`config.mk`:
```
export PLATFORM = sky130hd
export DESIGN_NAME = utf8_decoder_with_replacement
export DESIGN_NICKNAME = d
export VERILOG_FILES = /design/src/design/utf8d_pkg.sv /design/src/design/utf8_decoder_with_replacement.sv /design/src/design/utf8d_window.sv /design/src/design/utf8d_step.sv
export VERILOG_INCLUDE_DIRS = /design/src /design/src/design
export SDC_FILE = /design/constraint.sdc
export NUM_CORES = 1
export LEC_CHECK = 0
export BUFFER_PORTS_ARGS = -buffer_cell sky130_fd_sc_hd__buf_2
export CAP_MARGIN = 5
export CORE_ASPECT_RATIO = 1.75
export CORE_MARGIN = 3
export CORE_UTILIZATION = 50
export CTS_CLUSTER_SIZE = 14
export DETAILED_ROUTE_END_ITERATION = 8
export GPL_TIMING_DRIVEN = 0
export PLACE_DENSITY = 0.68
export SETUP_SLACK_MARGIN = 0.5
export SYNTH_ARGS = -nofsm -noshare
export SYNTH_HDL_FRONTEND = slang
export SYNTH_SLANG_ARGS = --single-unit
```
`constraint.sdc`:
```
create_clock -name aclk -period 4.9 [get_ports aclk]
set_input_delay 0.245 -clock aclk [delete_from_list [all_inputs] [get_ports aclk]]
set_output_delay 0.245 -clock aclk [all_outputs]
set_load 0.01 [all_outputs]
```
`src/design/utf8_decoder_with_replacement_defines.svh`:
```
// Assertion macros for the UTF-8 decoder RTL.
`ifndef UTF8_DECODER_WITH_REPLACEMENT_DEFINES_SVH
`define UTF8_DECODER_WITH_REPLACEMENT_DEFINES_SVH

// Same-cycle implication, sampled on aclk, off while aresetn is low
`define UTF8D_ASSERT_IMP(label, ante, cons) \
    label: assert property (@(posedge aclk) disable iff (!aresetn) (ante) |-> (cons)) \
        else $error("utf8 decoder: same-cycle check failed");

// Next-cycle implication, sampled on aclk, off while aresetn is low
`define UTF8D_ASSERT_NEXT(label, ante, cons) \
    label: assert property (@(posedge aclk) disable iff (!aresetn) (ante) |=> (cons)) \
        else $error("utf8 decoder: next-cycle check failed");

`endif

```
`src/design/utf8d_pkg.sv`:
```
// Types and constants shared by the UTF-8 decoder modules.
`default_nettype none
package utf8d_pkg;

    localparam int WIN_DEPTH = 4;
    localparam int FILL_W    = 3;
    localparam int CP_W      = 21;

    localparam logic [CP_W-1:0] ERROR_CODE = 21'd63;
    localparam logic [CP_W-1:0] CP_MAX     = 21'h10FFFF;
    localparam logic [CP_W-1:0] SURR_LO    = 21'h00D800;
    localparam logic [CP_W-1:0] SURR_HI    = 21'h00DFFF;
    localparam logic [CP_W-1:0] MIN_TWO    = 21'h000080;
    localparam logic [CP_W-1:0] MIN_THREE  = 21'h000800;
    localparam logic [CP_W-1:0] MIN_FOUR   = 21'h010000;

    localparam logic [7:0] ASCII_LIMIT = 8'h80;
    localparam logic [7:0] LEAD2_LO    = 8'hC2;
    localparam logic [7:0] LEAD2_HI    = 8'hDF;
    localparam logic [7:0] LEAD3_LO    = 8'hE0;
    localparam logic [7:0] LEAD3_HI    = 8'hEF;
    localparam logic [7:0] LEAD4_LO    = 8'hF0;
    localparam logic [7:0] LEAD4_HI    = 8'hF4;
    localparam logic [1:0] CONT_TAG    = 2'b10;

    // held bytes, entry 0 is the oldest
    typedef logic [WIN_DEPTH-1:0][7:0] window_t;

    // outcome of one decode step on the window front
    typedef struct packed {
        logic              has_result;
        logic [CP_W-1:0]   code;
        logic              bad;
        logic [FILL_W-1:0] drop;
    } step_t;

endpackage
`default_nettype wire

```
`src/design/utf8_decoder_with_replacement.sv`:
```
// UTF-8 decoder with replacement: sequencer, pending result and output register.
//
//   channel | ports                                          | direction
//   --------+------------------------------------------------+----------
//   input   | s_valid s_ready s_data_byte s_end_of_text      | in
//   result  | m_valid m_ready m_code_point m_replaced        | out
//           | m_last_of_run                                  |
//
// A byte is accepted in ST_IDLE; in ST_EVAL the shared decode unit then yields one
// result per step plus a closing step, results 0..4 per byte. It runs once per cycle
// on the window front unless a stalled result channel holds it; a result is held
// one step so last_of_run is known when it moves to the output register.
// Reset (synchronous, aresetn low) empties the window and clears all valids.
// A stalled result channel holds the sequencer only when a result must move out.
`default_nettype none
`include "utf8_decoder_with_replacement_defines.svh"
module utf8_decoder_with_replacement (
    input  wire logic        aclk,
    input  wire logic        aresetn,
    input  wire logic        s_valid,
    output logic             s_ready,
    input  wire logic [7:0]  s_data_byte,
    input  wire logic        s_end_of_text,
    output logic             m_valid,
    input  wire logic        m_ready,
    output logic [20:0]      m_code_point,
    output logic             m_replaced,
    output logic             m_last_of_run
);

    typedef enum logic {ST_IDLE, ST_EVAL} state_t;

    state_t                          state_reg, state_next;
    logic [utf8d_pkg::FILL_W-1:0]    fill_reg, fill_next;
    logic [utf8d_pkg::FILL_W-1:0]    n_reg, n_next;
    logic                            at_end_reg, at_end_next;
    logic                            pend_valid_reg, pend_valid_next;
    logic [utf8d_pkg::CP_W-1:0]      pend_code_reg, pend_code_next;
    logic                            pend_bad_reg, pend_bad_next;
    logic                            m_valid_reg, m_valid_next;
    logic [utf8d_pkg::CP_W-1:0]      m_code_reg, m_code_next;
    logic                            m_bad_reg, m_bad_next;
    logic                            m_last_reg, m_last_next;

    logic                            in_beat;
    logic [utf8d_pkg::FILL_W-1:0]    wr_pos;
    logic                            run_done;
    logic                            need_emit;
    logic                            out_free;
    logic                            advance;
    logic                            shift_en;
    utf8d_pkg::window_t              window;
    utf8d_pkg::step_t                step;

    assign s_ready = (state_reg == ST_IDLE);
    assign in_beat = s_valid && s_ready;
    // a full window overwrites its last entry
    assign wr_pos  = (fill_reg >= 3'(utf8d_pkg::WIN_DEPTH)) ? 3'd3 : fill_reg;

    utf8d_window u_window (
        .aclk     (aclk),
        .wr_en    (in_beat),
        .wr_idx   (wr_pos[1:0]),
        .wr_data  (s_data_byte),
        .shift_en (shift_en),
        .shift_n  (step.drop),
        .window   (window)
    );

    utf8d_step u_step (
        .window (window),
        .fill   (fill_reg),
        .at_end (at_end_reg),
        .step   (step)
    );

    // run ends on an empty window, a waiting lead, or four results
    assign run_done  = (fill_reg == 3'd0) || (n_reg == 3'd4) || !step.has_result;
    assign need_emit = pend_valid_reg;
    assign out_free  = !m_valid_reg || m_ready;
    assign advance   = (state_reg == ST_EVAL) && (!need_emit || out_free);
    assign shift_en  = advance && !run_done;

    // sequencer next state
    always_comb begin
        state_next      = state_reg;
        fill_next       = fill_reg;
        n_next          = n_reg;
        at_end_next     = at_end_reg;
        pend_valid_next = pend_valid_reg;
        pend_code_next  = pend_code_reg;
        pend_bad_next   = pend_bad_reg;
        m_valid_next    = m_valid_reg && !m_ready;
        m_code_next     = m_code_reg;
        m_bad_next      = m_bad_reg;
        m_last_next     = m_last_reg;
        unique case (state_reg)
            ST_IDLE: begin
                if (in_beat) begin
                    fill_next   = wr_pos + 3'd1;
                    n_next      = 3'd0;
                    at_end_next = s_end_of_text;
                    state_next  = ST_EVAL;
                end
            end
            ST_EVAL: begin
                if (advance) begin
                    if (pend_valid_reg) begin
                        m_valid_next = 1'b1;
                        m_code_next  = pend_code_reg;
                        m_bad_next   = pend_bad_reg;
                        m_last_next  = run_done;
                    end
                    if (run_done) begin
                        pend_valid_next = 1'b0;
                        state_next      = ST_IDLE;
                    end else begin
                        pend_valid_next = 1'b1;
                        pend_code_next  = step.code;
                        pend_bad_next   = step.bad;
                        fill_next       = fill_reg - step.drop;
                        n_next          = n_reg + 3'd1;
                    end
                end
            end
            default: state_next = ST_IDLE;
        endcase
    end

    always_ff @(posedge aclk) begin
        if (!aresetn) begin
            state_reg      <= ST_IDLE;
            fill_reg       <= '0;
            n_reg          <= '0;
            at_end_reg     <= 1'b0;
            pend_valid_reg <= 1'b0;
            m_valid_reg    <= 1'b0;
        end else begin
            state_reg      <= state_next;
            fill_reg       <= fill_next;
            n_reg          <= n_next;
            at_end_reg     <= at_end_next;
            pend_valid_reg <= pend_valid_next;
            m_valid_reg    <= m_valid_next;
        end
        pend_code_reg <= pend_code_next;
        pend_bad_reg  <= pend_bad_next;
        m_code_reg    <= m_code_next;
        m_bad_reg     <= m_bad_next;
        m_last_reg    <= m_last_next;
    end

    assign m_valid       = m_valid_reg;
    assign m_code_point  = m_code_reg;
    assign m_replaced    = m_bad_reg;
    assign m_last_of_run = m_last_reg;

    // between bytes at most three bytes wait and nothing is pending
    `UTF8D_ASSERT_IMP(a_idle_fill, state_reg == ST_IDLE, fill_reg <= 3'd3 && !pend_valid_reg)
    // a step that produces a result consumes between one and fill bytes
    `UTF8D_ASSERT_IMP(a_drop_range, shift_en, step.drop != 3'd0 && step.drop <= fill_reg)
    // each consumed sequence bumps the run count
    `UTF8D_ASSERT_NEXT(a_run_count, shift_en, n_reg == $past(n_reg) + 3'd1)
    // a run never exceeds four results
    `UTF8D_ASSERT_IMP(a_run_limit, state_reg == ST_EVAL, n_reg <= 3'd4)

endmodule
`default_nettype wire

```
`src/design/utf8d_window.sv`:
```
// Byte window: append at the fill index, shift out consumed bytes from the front.
`default_nettype none
module utf8d_window (
    input  wire logic                      aclk,
    input  wire logic                      wr_en,
    input  wire logic [1:0]                wr_idx,
    input  wire logic [7:0]                wr_data,
    input  wire logic                      shift_en,
    input  wire logic [utf8d_pkg::FILL_W-1:0] shift_n,
    output utf8d_pkg::window_t             window
);

    utf8d_pkg::window_t win_reg;
    utf8d_pkg::window_t win_next;

    // front shift by 1..4, entries past the end keep stale data
    always_comb begin
        logic [utf8d_pkg::FILL_W:0] src;
        win_next = win_reg;
        src = '0;
        if (shift_en) begin
            for (int k = 0; k < utf8d_pkg::WIN_DEPTH; k++) begin
                src = 4'(k) + {1'b0, shift_n};
                if (src < 4'(utf8d_pkg::WIN_DEPTH)) begin
                    win_next[k] = win_reg[src[1:0]];
                end
            end
        end else if (wr_en) begin
            win_next[wr_idx] = wr_data;
        end
    end

    always_ff @(posedge aclk) begin
        win_reg <= win_next;
    end

    assign window = win_reg;

endmodule
`default_nettype wire

```
`src/design/utf8d_step.sv`:
```
// Shared decode unit: evaluates one sequence at the window front per cycle.
`default_nettype none
module utf8d_step (
    input  wire utf8d_pkg::window_t        window,
    input  wire logic [utf8d_pkg::FILL_W-1:0] fill,
    input  wire logic                      at_end,
    output utf8d_pkg::step_t               step
);

    logic [7:0]                    lead;
    logic [1:0]                    need;
    logic [3:1]                    cont;
    logic [utf8d_pkg::FILL_W-1:0]  seq_len;
    logic [utf8d_pkg::FILL_W-1:0]  bad_at;
    logic [utf8d_pkg::CP_W-1:0]    value;
    logic                          value_ok;

    assign lead = window[0];

    // continuation bytes needed after the lead
    always_comb begin
        if (lead >= utf8d_pkg::LEAD4_LO && lead <= utf8d_pkg::LEAD4_HI) begin
            need = 2'd3;
        end else if (lead >= utf8d_pkg::LEAD3_LO && lead <= utf8d_pkg::LEAD3_HI) begin
            need = 2'd2;
        end else if (lead >= utf8d_pkg::LEAD2_LO && lead <= utf8d_pkg::LEAD2_HI) begin
            need = 2'd1;
        end else begin
            need = 2'd0;
        end
    end

    assign seq_len = {1'b0, need} + 3'd1;

    always_comb begin
        for (int k = 1; k < utf8d_pkg::WIN_DEPTH; k++) begin
            cont[k] = (window[k][7:6] == utf8d_pkg::CONT_TAG);
        end
    end

    // first position that is not a continuation, zero if all are good
    always_comb begin
        if (!cont[1]) begin
            bad_at = 3'd1;
        end else if (need >= 2'd2 && !cont[2]) begin
            bad_at = 3'd2;
        end else if (need == 2'd3 && !cont[3]) begin
            bad_at = 3'd3;
        end else begin
            bad_at = 3'd0;
        end
    end

    // assembled value and range checks
    always_comb begin
        unique case (need)
            2'd1:    value = {10'd0, lead[4:0], window[1][5:0]};
            2'd2:    value = {5'd0, lead[3:0], window[1][5:0], window[2][5:0]};
            2'd3:    value = {lead[2:0], window[1][5:0], window[2][5:0], window[3][5:0]};
            default: value = '0;
        endcase
        value_ok = !(value > utf8d_pkg::CP_MAX ||
                     (value >= utf8d_pkg::SURR_LO && value <= utf8d_pkg::SURR_HI) ||
                     (need == 2'd1 && value < utf8d_pkg::MIN_TWO) ||
                     (need == 2'd2 && value < utf8d_pkg::MIN_THREE) ||
                     (need == 2'd3 && value < utf8d_pkg::MIN_FOUR));
    end

    // step outcome
    always_comb begin
        step.has_result = 1'b1;
        step.code       = utf8d_pkg::ERROR_CODE;
        step.bad        = 1'b1;
        step.drop       = 3'd1;
        if (lead < utf8d_pkg::ASCII_LIMIT) begin
            step.code = {13'd0, lead};
            step.bad  = 1'b0;
        end else if (need == 2'd0) begin
            // stray byte, keep defaults
        end else if (fill < seq_len) begin
            // short sequence: wait, or drop the lead at end of text
            step.has_result = at_end;
        end else if (bad_at != 3'd0) begin
            step.drop = bad_at;
        end else begin
            step.drop = seq_len;
            if (value_ok) begin
                step.code = value;
                step.bad  = 1'b0;
            end
        end
    end

endmodule
`default_nettype wire
```
==> results of run 1 <==
-- worst max-delay path, stage by stage, from the launching register on --
cell      delay [ns]
edfxtp_1        0.47
buf_4           0.20
nor4_4          0.35
o32ai_4         0.17
ha_4            0.28
ha_1            0.27
o21a_1          0.20
o2111a_2        0.28
o21a_4          0.16
nand2_4         0.12
inv_2           0.12
ha_1            0.29
clkbuf_4        0.22
clkbuf_8        0.21
mux4_2          0.49
a21o_1          0.19
-- repair_timing --
| action | in CTS | in global routing |
|---|---|---|
| setup buffers | 4 | 3 |
| endpoints found under the setup margin | 32 | 13 |
| pin swaps | 1 | 2 |
| gates resized for setup | 12 | 6 |
-- logic make-up (layout without fill, tap and decap cells) --
logic type	count (synthesis)	in the layout
simple gates	130	130
compound gates	112	112
flops	87	87
buf+inv	49	109
mux	23	23
fa+ha+maj	15	15
xor+xnor	3	3
-- layer usage --
metal | vias to the layer above | wire, um | track usage (%)
met3 | 50 | 872 | 4.97
met1 | 1906 | 4700 | 26.3
met4 | 0 | 947 | 19.1
met2 | 208 | 7170 | 45.1
li1 | 1758 | - | -
met5 | - | 0 | 0
-- final cells by class --
cell class | instances | area, sq um | area share (%)
multi-input cells | 283 | 2280 | 39.9
clock inverters | 6 | 60.1 | 1.05
inverters | 21 | 83.8 | 1.47
clock buffers | 10 | 229 | 4.01
flip-flops and latches | 87 | 2510 | 44.0
plain buffers | 28 | 146 | 2.56
repair buffers | 44 | 248 | 4.34
well taps | 122 | 153 | 2.67
-- layout by cell type (no fill, tap or decap), types with 3 or more instances in the layout --
cell        n
ha_1       13
mux2_1      3
o21ai_0    14
mux2_2      6
nor2_1     15
nor3_1      5
or2_2       3
and3_1     31
a21o_1     14
a21oi_1    21
nor2b_1     5
a222oi_1   11
buf_4       8
a221o_1    10
o21ai_1     3
xnor2_1     3
clkbuf_1   15
inv_1      15
nand3_1    16
clkbuf_16   9
or3_1       5
mux4_2     12
o31ai_1     3
edfxtp_1   77
buf_2      42
a211oi_1    3
nand2_1    30
a31oi_1     5
dfxtp_1    10
inv_2       4
a21boi_0    4
-- power by group through the flow --
| stage | registers [mW] | clock network, mW | logic (mW) |
|---|---|---|---|
| after CTS | 1.06 | 0.680 | 0.781 |
| after detailed placement | 1.07 | 0 | 0.744 |
| after floorplan | 1.04 | 0 | 0.532 |
| after global placement | 1.07 | 0 | 0.725 |
| final | 1.06 | 0.673 | 0.812 |
| after global routing | 1.06 | 0.702 | 0.872 |
-- through the flow --
stage          setup slack [ns]  hold WS [ns]
3_5_place_dp             -0.163         0.406
2_1_floorplan             0.552         0.390
6_report                  0.626         0.164
4_1_cts                   0.553         0.166
3_3_place_gp             -0.146         0.401
5_1_grt                   0.481         0.192
-- worst max path at each step --
stage	start	endpoint	slack [ns]
after floorplan	u_window.window[1]	u_window.window[13]	0.55
after global placement	u_window.window[3]	u_window.window[13]	-0.15
after detailed placement	u_window.window[3]	u_window.window[13]	-0.16
after CTS	u_window.window[4]	u_window.window[13]	0.55
after global routing	u_window.window[3]	u_window.window[13]	0.48
final	u_window.window[3]	u_window.window[13]	0.63
==> flow_summary.toml, run 1 <==
[status]
status = "completed"

[synth]
synthArstFlopShare_pct = 0
synthAdderAreaFrac_pct = 3.94
yosys-top-cells-count = "edfxtp_1, and3_1, nand2_1"
synth_top_area_share_pct = 46.7
synth_most_common_cell = "edfxtp_1"
synth_compound_area_share_pct = 17.6
muxShareOfSynthArea_pct = 8.02
synthXorXnorAreaFrac_pct = 0.531
synth.yosys.seq_area_share_pct = 50.8
synth_nets = 447
syn-instance-count = 419
synth_area_leaders = "edfxtp_1, mux4_2, dfxtp_1"
synth_ff_type = "edfxtp_1"
synth.avg_cell_area_sq_um = 11.8
ys_warn_count = 0
synth_top_family_by_area = "compound AO/OA/AOI/OAI gates"
synth_seq_cells = 87
synth_cell_types = 68
yosys.area.top_type = "edfxtp_1"
synth-simple-area-share_pct = 15.2
synth_enable_flop_cells = 77
synthesis.area_sq_um = 4950

[global_routing]
grt_overflow = 0
grt_pass1_wl_mm = 20.7
grt_max_degree = 32
grt_pass1_vias = 3906
antenna_found_initial = 0
track_usage_pct = 25.7

[critical_path]
rr_startpoint = "u_window.window[3]"
r2r_cells = 15
cp.required_ns = 4.99
rrSetupSlack_ns = 0.63
cp.arrival_ns = 4.37
critical_path.max_fanout = 10
endpoint_kind = "flop"
rr_endpoint = "u_window.window[13]"
worstSetupStartpointType = "flop"
crit_type = "reg -> reg"

[final_layout]
final_area_sq_um = 5710
layout.cells.non_filler = 601
largest_reg_flops = 32
antennaDiodeCount = 0
nets = 502
areaGrowthSynthToFinish_pct = 15.4
layout-drive-gt1-share_pct = 24.4
fill_cells = 801
fin_util_pct = 59.6

[timing]
post-route-min-period_ns = 4.27
setup_viol = 0
worst_slew_pin_slew_ns = 0.973
fmax_ghz = 0.234
slew_viol_final = 0
rsz0062_at_grt = "true"
fin_tns_setup_ns = 0
relSlewSlack_pct = 34.7
finalHoldViolations = 0
period_share_pct = 87.2
fin_skew_ns = 0.0108

[detailed_routing]
drc = 0
wire_per_inst_um = 22.8
ant_nets = 0
dr.pass1.iters = 8
vias = 3922
wl_mm = 13.7
viasPerCell = 6.53
drtIter0Drc = 409

[min_path]
whs_path_depth = 3
hp-class = "in -> reg"
hp-start = "s_end_of_text"
min_to = "at_end_reg"

[floorplanning]
io_pins = 38
initial_utilization_pct = 51.6
core-area_sq_um = 9590
die_width_um = 81.2
die_height_um = 138
dieArea_sq_um = 11200
num_rows = 47

[placement]
routabilityCongestion = 0.901
placed_area_sq_um = 5300
place.port_buffers = 36
numPlacedInstances = 578
hpwl_mm = 10.0

[clock_tree]
clk_pin_slew_ns = 0.06
cts_root_buf = "clkbuf_16"
cts_hold_buf = 0
clk_latency_ns = 0.35
cts_buffers = 9
htreeDepth = 3
ctsLongestPathBuffers = 2
cts_tree = "yes"
clock-sinks = 87

[power_and_ir_drop]
pwr-share-clk_pct = 26.5
power_mw = 2.54
swShare_pct = 34.3
seqPwrFrac_pct = 41.6
p_leak_nw = 2.21
irDropWorstVdd_mv = 0.262
comb_power_share_pct = 31.9
switchingPower_mw = 0.872
p_int_mw = 1.67
power.density_nw_per_um2 = 445

[job]
cap_violations = 0
No activity file was read; power rests on OpenSTA's default activity.
==> run 2: changes to the inputs <==
--- a/config.mk
+++ b/config.mk
@@ -8,13 +8,15 @@
 export LEC_CHECK = 0
 export BUFFER_PORTS_ARGS = -buffer_cell sky130_fd_sc_hd__buf_2
 export CAP_MARGIN = 5
+export CELL_PAD_IN_SITES_DETAIL_PLACEMENT = 0
+export CELL_PAD_IN_SITES_GLOBAL_PLACEMENT = 2
 export CORE_ASPECT_RATIO = 1.75
 export CORE_MARGIN = 3
-export CORE_UTILIZATION = 50
+export CORE_UTILIZATION = 41
 export CTS_CLUSTER_SIZE = 14
 export DETAILED_ROUTE_END_ITERATION = 8
 export GPL_TIMING_DRIVEN = 0
-export PLACE_DENSITY = 0.68
+export PLACE_DENSITY_LB_ADDON = 0.1
 export SETUP_SLACK_MARGIN = 0.5
 export SYNTH_ARGS = -nofsm -noshare
 export SYNTH_HDL_FRONTEND = slang
==> run 2 against run 1 <==
Routed wire length up 6.7%. Die area grew 21%. Combinational power is 1% higher. Total power grew 2.5%. Clock power increased by 8.3%. Critical endpoint is now u_window.window[26]. Largest cell class unchanged.
==> flow_summary.toml, run 2 (same netlist as run 1, synthesis figures left out) <==
[global_routing]
grt_pass1_wl_mm = 22.3
grt_pass1_vias = 3815
grt_max_degree = 32
grt_overflow = 0
antenna_found_initial = 0
track_usage_pct = 22.8

[final_layout]
areaGrowthSynthToFinish_pct = 16.3
antennaDiodeCount = 0
final_common_cell = "edfxtp_1"
largest_reg_flops = 32
layout-drive-gt1-share_pct = 24.6
fill_cells = 1089
mostFrequentLayoutCells = "edfxtp_1, buf_2, and3_1"
nets = 503

[critical_path]
crit_type = "reg -> reg"
cp.arrival_ns = 4.31
r2r_cells = 15
cp_slowest_stage_delay_ns = 0.52
rr_startpoint = "u_window.window[1]"
crit_path_top_delay_cell = "mux4_2"
worstSetupStartpointType = "flop"
cp_top_family = "compound AO/OA/AOI/OAI gates"
endpoint_kind = "flop"
critical_path.max_fanout = 11
cp.required_ns = 5.00
crit_buf_inv = 3
rrSetupSlack_ns = 0.69
path_cells = "o21a_4 > or2_2 > a21o_1 > ha_4 > ha_1 > o21a_1 > o2111a_2 > o21a_4 > nand2_4 > buf_6 > ha_1 > buf_6 > inv_4 > mux4_2 > a21o_1"
rr_endpoint = "u_window.window[26]"

[job]
cap_violations = 0

[detailed_routing]
wl_mm = 14.6
drtIter0Drc = 238
viasPerCell = 6.20
dr.pass1.iters = 5
drc = 0
vias = 3806
ant_nets = 0
wire_per_inst_um = 23.8

[power_and_ir_drop]
power.density_nw_per_um2 = 453
irDropWorstVdd_mv = 0.205
p_leak_nw = 2.23

[floorplanning]
io_pins = 38
die_width_um = 89.0
initial_utilization_pct = 42.3
num_rows = 52
core-area_sq_um = 11700
die_height_um = 151
dieArea_sq_um = 13500

[clock_tree]
ctsLongestPathBuffers = 2
cts_root_buf = "clkbuf_16"
clock-sinks = 87
clk_pin_slew_ns = 0.06
htreeDepth = 3
cts_buffers = 9
cts_hold_buf = 0
cts_tree = "yes"
clk_latency_ns = 0.34

[timing]
relSlewSlack_pct = 43.0
fmax_ghz = 0.237
slew_viol_final = 0
period_share_pct = 86.0
fin_tns_setup_ns = 0
finalHoldViolations = 0
setup_viol = 0
post-route-min-period_ns = 4.21
rsz0062_at_grt = "false"
fin_skew_ns = 0.00720
worst_slew_pin_slew_ns = 0.855
fin_ws_ns = 0.688

[placement]
hpwl_mm = 10.7
routabilityCongestion = 0.902
place.port_buffers = 36
pre_cts_slack_ns = -0.200

[min_path]
min_to = "at_end_reg"
hp-start = "s_end_of_text"
hp-class = "in -> reg"
whs_path_depth = 3

[status]
status = "completed"
[run 2: layout make-up]
| cell class | instances | area, sq um | share of cell area [%] |
|---|---|---|---|
| Sequential cell | 87 | 2510 | 43.7 |
| Multi-Input combinational cell | 283 | 2280 | 39.6 |
| Timing Repair Buffer | 45 | 255 | 4.44 |
| Clock buffer | 9 | 225 | 3.91 |
| Tap cell | 135 | 169 | 2.94 |
| Buffer | 28 | 144 | 2.50 |
| Clock inverter | 6 | 86.3 | 1.50 |
| Inverter | 21 | 83.8 | 1.46 |
[run 2: repair_timing]
action,in CTS,in global routing
setup endpoints to repair,28,14
setup buffers,4,3
resized for setup,11,7
pin swaps,1,1
[run 2: worst reg2reg max path: stages (launching register included)]
cell      delay (ns)
edfxtp_1        0.42
o21a_4          0.27
or2_2           0.27
a21o_1          0.23
ha_4            0.30
ha_1            0.22
o21a_1          0.19
o2111a_2        0.28
o21a_4          0.16
nand2_4         0.13
buf_6           0.19
ha_1            0.27
buf_6           0.16
inv_4           0.15
mux4_2          0.52
a21o_1          0.19
[run 2: layer usage]
metal	track usage [%]	part of all wire, %
met5	0	0
met4	11.2	4.2
met3	3.43	4.6
met2	42.3	56
met1	24.3	35
[run 2: worst max-delay path by stage]
stage	start	to	slack [ns]	cells past startpoint
2_1_floorplan	u_window.window[1]	u_window.window[13]	0.55	15
3_3_place_gp	u_window.window[3]	u_window.window[13]	-0.20	15
3_5_place_dp	u_window.window[3]	u_window.window[13]	-0.20	15
4_1_cts	u_window.window[1]	u_window.window[13]	0.50	15
5_1_grt	u_window.window[6]	u_window.window[29]	0.53	14
6_report	u_window.window[1]	u_window.window[26]	0.69	15
[run 2: report_power, final]
| part | switching, mW | internal, mW | leakage, nW |
|---|---|---|---|
| sequential | 0.0930 | 0.960 | 0.805 |
| combinational | 0.505 | 0.319 | 1.27 |
| clock | 0.286 | 0.443 | 0.153 |
| total | 0.884 | 1.72 | 2.23 |
[run 2: metrics by stage]
step	cell area [sq um]	total power, mW	util, %	hold slack [ns]	std cells
2_1_floorplan	4950	1.57	-	0.390	419
3_3_place_gp	5300	1.82	45.2	0.401	590
3_5_place_dp	5330	1.84	45.5	0.405	592
4_1_cts	5710	2.59	48.7	0.144	611
5_1_grt	5750	2.73	49.1	0.174	614
6_report	5750	2.61	49.1	0.142	614
==> run 3: changes to the inputs <==
--- a/config.mk
+++ b/config.mk
@@ -11,7 +11,7 @@
 export CELL_PAD_IN_SITES_DETAIL_PLACEMENT = 0
 export CELL_PAD_IN_SITES_GLOBAL_PLACEMENT = 2
 export CORE_ASPECT_RATIO = 1.75
-export CORE_MARGIN = 3
+export CORE_MARGIN = 2
 export CORE_UTILIZATION = 41
 export CTS_CLUSTER_SIZE = 14
 export DETAILED_ROUTE_END_ITERATION = 8
==> run 3 against run 2 <==
Clock-buffer cell count increased by 1. Global-route usage up 0.18 points. Register-to-register slack worse by 0.099 ns. Flip-flop and latch count is the same. Via count increased by 0.58%. Sequential share of layout area decreased by 0.085 points. Maximum frequency shrank 2.3%. Routed wire length down 1.6%. Die area shrank 3.5%. Combinational power decreased by 0.7%. Largest power group unchanged.
==> flow_summary.toml, run 3 (same netlist as run 1, synthesis figures left out) <==
[detailed_routing]
drc = 0
viasPerCell = 6.20
dr.pass1.iters = 6
vias = 3828
wire_per_inst_um = 23.3
ant_nets = 0
wl_mm = 14.4
drtIter0Drc = 311

[timing]
fin_ws_ns = 0.590
fmax_ghz = 0.232
post-route-min-period_ns = 4.31
worst_slew_pin_slew_ns = 0.824
relSlewSlack_pct = 44.6
rsz0062_at_grt = "true"
finalHoldViolations = 0
slew_viol_final = 0
fin_skew_ns = 0.00709
period_share_pct = 88.0
setup_viol = 0

[critical_path]
r2r_cells = 15
rr_startpoint = "u_window.window[1]"
crit_type = "reg -> reg"
rrSetupSlack_ns = 0.59
critical_path.max_fanout = 10
worstSetupStartpointType = "flop"
rr_endpoint = "u_window.window[13]"
crit_start = "u_window.window[1]"
cp.required_ns = 5.00
endpoint_kind = "flop"
cp.arrival_ns = 4.41

[power_and_ir_drop]
p_leak_nw = 2.21
power.density_nw_per_um2 = 454
power_mw = 2.62
irDropWorstVdd_mv = 0.187

[final_layout]
areaGrowthSynthToFinish_pct = 16.5
largest_reg_flops = 32
layout-drive-gt1-share_pct = 24.6
nets = 503
final_common_cell = "edfxtp_1"
mostFrequentLayoutCells = "edfxtp_1, buf_2, and3_1"
antennaDiodeCount = 0

[floorplanning]
die_height_um = 149
initial_utilization_pct = 41.7
io_pins = 38
core-area_sq_um = 11900
num_rows = 53
die_width_um = 87.0
dieArea_sq_um = 13000

[job]
cap_violations = 0

[min_path]
min_to = "at_end_reg"
hp-class = "in -> reg"
whs_path_depth = 3
hp-start = "s_end_of_text"

[placement]
pre_cts_slack_ns = -0.222
routabilityCongestion = 0.880
place.port_buffers = 36
hpwl_mm = 10.6

[clock_tree]
clk_pin_slew_ns = 0.07
cts_root_buf = "clkbuf_16"
cts_tree = "yes"
clock-sinks = 87
htreeDepth = 3
cts_buffers = 9
cts_hold_buf = 0
ctsLongestPathBuffers = 2
clk_latency_ns = 0.35

[global_routing]
grt_pass1_wl_mm = 21.6
grt_overflow = 0
track_usage_pct = 23.0
antenna_found_initial = 0
grt_pass1_vias = 3689
grt_max_degree = 32

[status]
status = "completed"
==> run 3: layer usage <==
| metal | vias up | GRT usage, % | part of all wire [%] |
|---|---|---|---|
| li1 | 1760 | - | - |
| met1 | 1876 | 24.3 | 35 |
| met2 | 166 | 43.9 | 58 |
| met3 | 26 | 3.43 | 4.9 |
| met4 | 0 | 9.30 | 2.5 |
| met5 | - | 0 | 0 |
==> run 3: area by class of cell <==
type	instances	area, sq um
Buffer	28	144
Clock buffer	10	229
Clock inverter	6	92.6
Fill cell	1097	6100
Inverter	21	86.3
Multi-Input combinational cell	283	2270
Sequential cell	87	2510
Tap cell	137	171
Timing Repair Buffer	45	255
==> run 3: worst max-delay path, stage by stage (launching register included) <==
cell	delay, ns
edfxtp_1	0.41
o21a_4	0.28
or2_2	0.28
a21o_1	0.21
ha_1	0.34
ha_1	0.29
o21a_1	0.20
o2111a_2	0.28
o21a_4	0.17
nand2_4	0.14
inv_4	0.09
ha_1	0.28
buf_4	0.20
clkbuf_8	0.21
mux4_2	0.49
a21o_1	0.19
==> run 3: worst max path at each step <==
stage | endpoint | cells past startpoint
2_1_floorplan | u_window.window[13] | 15
3_3_place_gp | u_window.window[13] | 15
3_5_place_dp | u_window.window[13] | 15
4_1_cts | u_window.window[13] | 15
5_1_grt | u_window.window[13] | 15
6_report | u_window.window[13] | 15
==> run 3: stage by stage <==
| step | instances | TNS, ns | area, sq um | hold slack [ns] | util [%] |
|---|---|---|---|---|---|
| final | 617 | 0 | 5770 | 0.145 | 48.6 |
| after global routing | 617 | 0 | 5770 | 0.197 | 48.6 |
| after CTS | 616 | 0 | 5730 | 0.147 | 48.3 |
| after detailed placement | 594 | -0.491 | 5330 | 0.405 | 44.9 |
| after global placement | 592 | -1.39 | 5300 | 0.402 | 44.7 |
| after floorplan | 419 | 0 | 4950 | 0.390 | - |
==> run 3: repair_timing <==
action                                  in CTS  in global routing
gates resized for setup                     11                  8
endpoints found under the setup margin      28                 13
buffers inserted                             6                  1
pin swaps                                    1                  0
==> run 3: report_power, final <==
part	switching, mW	internal (mW)
clock network	0.300	0.451
logic	0.504	0.314
registers	0.0897	0.960
